**config.mk**
```make
export PLATFORM = sky130hd
export DESIGN_NAME = psls_ram
export DESIGN_NICKNAME = d
export VERILOG_FILES = /design/src/rtl/psls_ram.sv
export SDC_FILE = /design/constraint.sdc
export NUM_CORES = 1
export LEC_CHECK = 0
export BUFFER_PORTS_ARGS = -buffer_cell sky130_fd_sc_hd__buf_2
export CORE_MARGIN = 3
export CORE_UTILIZATION = 60
export CTS_BUF_LIST = sky130_fd_sc_hd__clkbuf_8 sky130_fd_sc_hd__clkbuf_16
export DETAILED_ROUTE_END_ITERATION = 8
export PLACE_DENSITY = 0.83
export SYNTH_ARGS = -nofsm -noshare
export SYNTH_HDL_FRONTEND = slang
export SYNTH_SLANG_ARGS = --single-unit
```
**constraint.sdc**
```tcl
create_clock -name i_clk -period 2.9 [get_ports i_clk]
set_clock_uncertainty 0.05 [all_clocks]
set_input_delay 0.725 -clock i_clk [delete_from_list [all_inputs] [get_ports i_clk]]
set_output_delay 0.725 -clock i_clk [all_outputs]
set_load 0.02 [all_outputs]
```
**src/rtl/psls_ram.sv**
```systemverilog
`default_nettype none

module psls_ram #(
    parameter int WIDTH  = 8,
    parameter int DEPTH  = 16,
    parameter int ADDR_W = (DEPTH > 1) ? $clog2(DEPTH) : 1
) (
    input  wire              i_clk,
    input  wire              i_we,
    input  wire [ADDR_W-1:0] i_waddr,
    input  wire [WIDTH-1:0]  i_wdata,
    input  wire [ADDR_W-1:0] i_raddr,
    output logic [WIDTH-1:0] o_rdata
);

    logic [WIDTH-1:0] r_mem [DEPTH];

    always_ff @(posedge i_clk) begin
        if (i_we) begin
            r_mem[i_waddr] <= i_wdata;
        end
        o_rdata <= r_mem[i_raddr];
    end

endmodule

`default_nettype wire

```
==> results.md <==
* Worst setup path class: in2reg
* Tmin final at 1940 ps
* Pin count of the biggest net entering global routing at 33
* Inserted Diodes at 0
* Max FO, Critical Path at 8
* Final period util at 66.91%
* Final WL at 10280 um
* Clock-pin slew on the worst setup and hold paths at around 60 ps
* Sink Count at about 140
* Hold Crit Depth at 1
* Share of cells above drive strength 1 at 31.74%
* Total grt overflow at 0
* P per Cell Area at ~750 nW/um^2
* Die area at roughly 10000 um^2
* R2R depth at 3
* Critical-path cell list: buf_2 -> or3b_2 -> nor2_1
* Place WS at between 400 and 500 ps
* Post-synth top area cell: edfxtp_1
* Mapped Cells at ~230
* Synth area leaders: edfxtp_1 (75%), mux4_2 (7.9%), mux4_1 (7.1%)
* Clk_lat worst skew at 520 ps
* Ys Warns at 0
* Wire per inst at 25.82 um
* Slew Limit Fails at 0
* Primary FF master, synth: edfxtp_1
* EDFF count, synth at about 130
* Avg Inst Size Synth at 22.48 um^2
* Vias in the first global route at approximately 2700
* Final Hold Violating Endpoints at 0
* Worst Path Buf+Inv at 1
* Crit-path max cell delay at 660 ps
* DPL Wire Length at between 6000 and 7000 um
* Antenna Nets Post-Route at 0
* Drt drc at 0
* TritonCTS clock tree: done
* Max cap viols at 0
* Initial antenna violation count at 0
* Worst Hold Launch: i_wdata[2]
* Leakage dissipation at 2.077 nW
* Boundary Pins at 26
* Via/cell ratio at 6.296
* Crit. End Element: flop
* Tightest Pin Transition at between 800 and 900 ps
* Hold_buf cts at 0
* Cell variety after synth at 19
* Fmax at 0.5154 GHz
* Final Setup Violations at 0
* DRT Pass-1 Iters at 5
* Area grow syn2layout at 17.96%
* Commonest cells post-synth: edfxtp_1 (128), mux4_2 (18), a22oi_1 (16)
* First-pass GRT wire length at 15600 um
* RSZ-0062 raised after global routing: no
* Final Power at 4.576 mW
* Slowest CP cell: nor2_1
* Yosys top cell area share at about 75%
* CTS Buffer Depth at 2
* R2r setup slk at approximately 1400 ps
* Post-CTS Setup Inserts at 0
* Top-count cell post-synth: edfxtp_1
* DR vias at about 2500
* TNS Setup at 0 ps
* Synthesis-stage register bit count at between 100 and 150
* Worst Hold Class: in2reg
* CTS HTree Levels at 4
* Filler cells at roughly 450
* Fin worst setup slack at about 960 ps
* Syn Std Cell Area at between 5000 and 6000 um^2
* Drt first-iter violations at approximately 250
* Finished Layout Cells at about 400
* Starting density of the core at 62.33%
* Placed insts at ~370
* Launching point of the worst reg2reg path: r_mem[11][1]$_DFFE_PP_
* Post-Syn Nets at ~250
* Row count at 33
* Global placement routability congestion at just under 0.8
* Total global-route track usage at about 23%
* Relative slew margins at around 44%
* Core area at just over 8000 um^2
* Async set-or-reset flop fraction in the synthesized netlist at 0%
* CP required at between 2000 and 3000 ps
* Max VDD drop at slightly above 0.0004 V
* Post_cts resized at 0
* CP delay by family, top: simple AND/OR/NAND/NOR gates
* Crit path launch type: input port
* Status: finished, final reports clean
* Die Ht at about 99 um
* NumNets Final at ~300
* CP startpoint: i_waddr[2]
* Sequential fraction of the synthesis area at 77.78%
* WP data arrival at slightly above 2000 ps
* Worst path depth at 3
* Num CTS Buffers at 17
* Port bufs at 25
* Die X at just under 100 um
* Root buf cell: clkbuf_8
==> through the flow <==
stage | hold slack, ps | utilization, % | area (um^2)
after global placement | 602.7 | 66.24 | 5470
after detailed placement | 601.9 | 66.24 | 5470
after CTS | 515.7 | 73.53 | 6072
final | 530.1 | 73.53 | 6072
after global routing | 537.8 | 73.53 | 6072
after floorplan | 579.3 | - | 5147
==> worst paths after layout <==
kind / to
max: r_mem[2][6]$_DFFE_PP_
min: r_mem[11][2]$_DFFE_PP_
max reg2reg: o_rdata[1]$_DFF_P_
min reg2reg: o_rdata[5]$_DFF_P_
==> where the power goes <==
part	total, mW	leakage [nW]	switching [mW]	internal [mW]
registers	2.21	1.22	0.0152	2.20
logic	0.220	0.569	0.132	0.0881
clock network	2.14	0.284	0.806	1.34
total	4.58	2.08	0.953	3.62
==> kinds of logic (layout without fill, tap and decap cells) <==
group	count (synthesis)	count (layout)	synth area share (%)
AND/OR/NAND/NOR	35	35	3.184
AO/OA/AOI/OAI	16	16	2.334
multiplexers	32	32	15.02
flip-flops	136	136	77.78
buffers and inverters	10	74	1.677
==> area by class of cell <==
type,instances,area [um^2],share of cell area (%)
clock buffer,18,427.9,7.047
clock inverter,14,173.9,2.864
multi-input combinational,83,1057,17.41
sequential,136,4004,65.94
tap,105,131.4,2.164
timing repair buffer,42,277.8,4.574
==> registers in the layout, indices dropped and copies added, names as in the netlist <==
| register | count |
|---|---|
| o_rdata | 8 |
| r_mem | 128 |
==> layer usage <==
metal	part of all wire [%]	up-vias	GRT usage [%]
met5	0	-	0
met2	50	140	35.57
met4	1.7	0	9.139
li1	-	1082	-
met1	40	1262	30.37
met3	8.5	22	7.714
==> layout by cell type, fill, tap and decap left out, types with 8 or more instances in the layout <==
| master | instances |
|---|---|
| nor2_1 | 13 |
| dfxtp_1 | 8 |
| buf_4 | 15 |
| mux4_1 | 14 |
| buf_2 | 25 |
| mux4_2 | 18 |
| clkbuf_16 | 16 |
| nand2_1 | 9 |
| a22oi_1 | 16 |
| edfxtp_1 | 128 |
No activity file was read; power rests on OpenSTA's default activity.
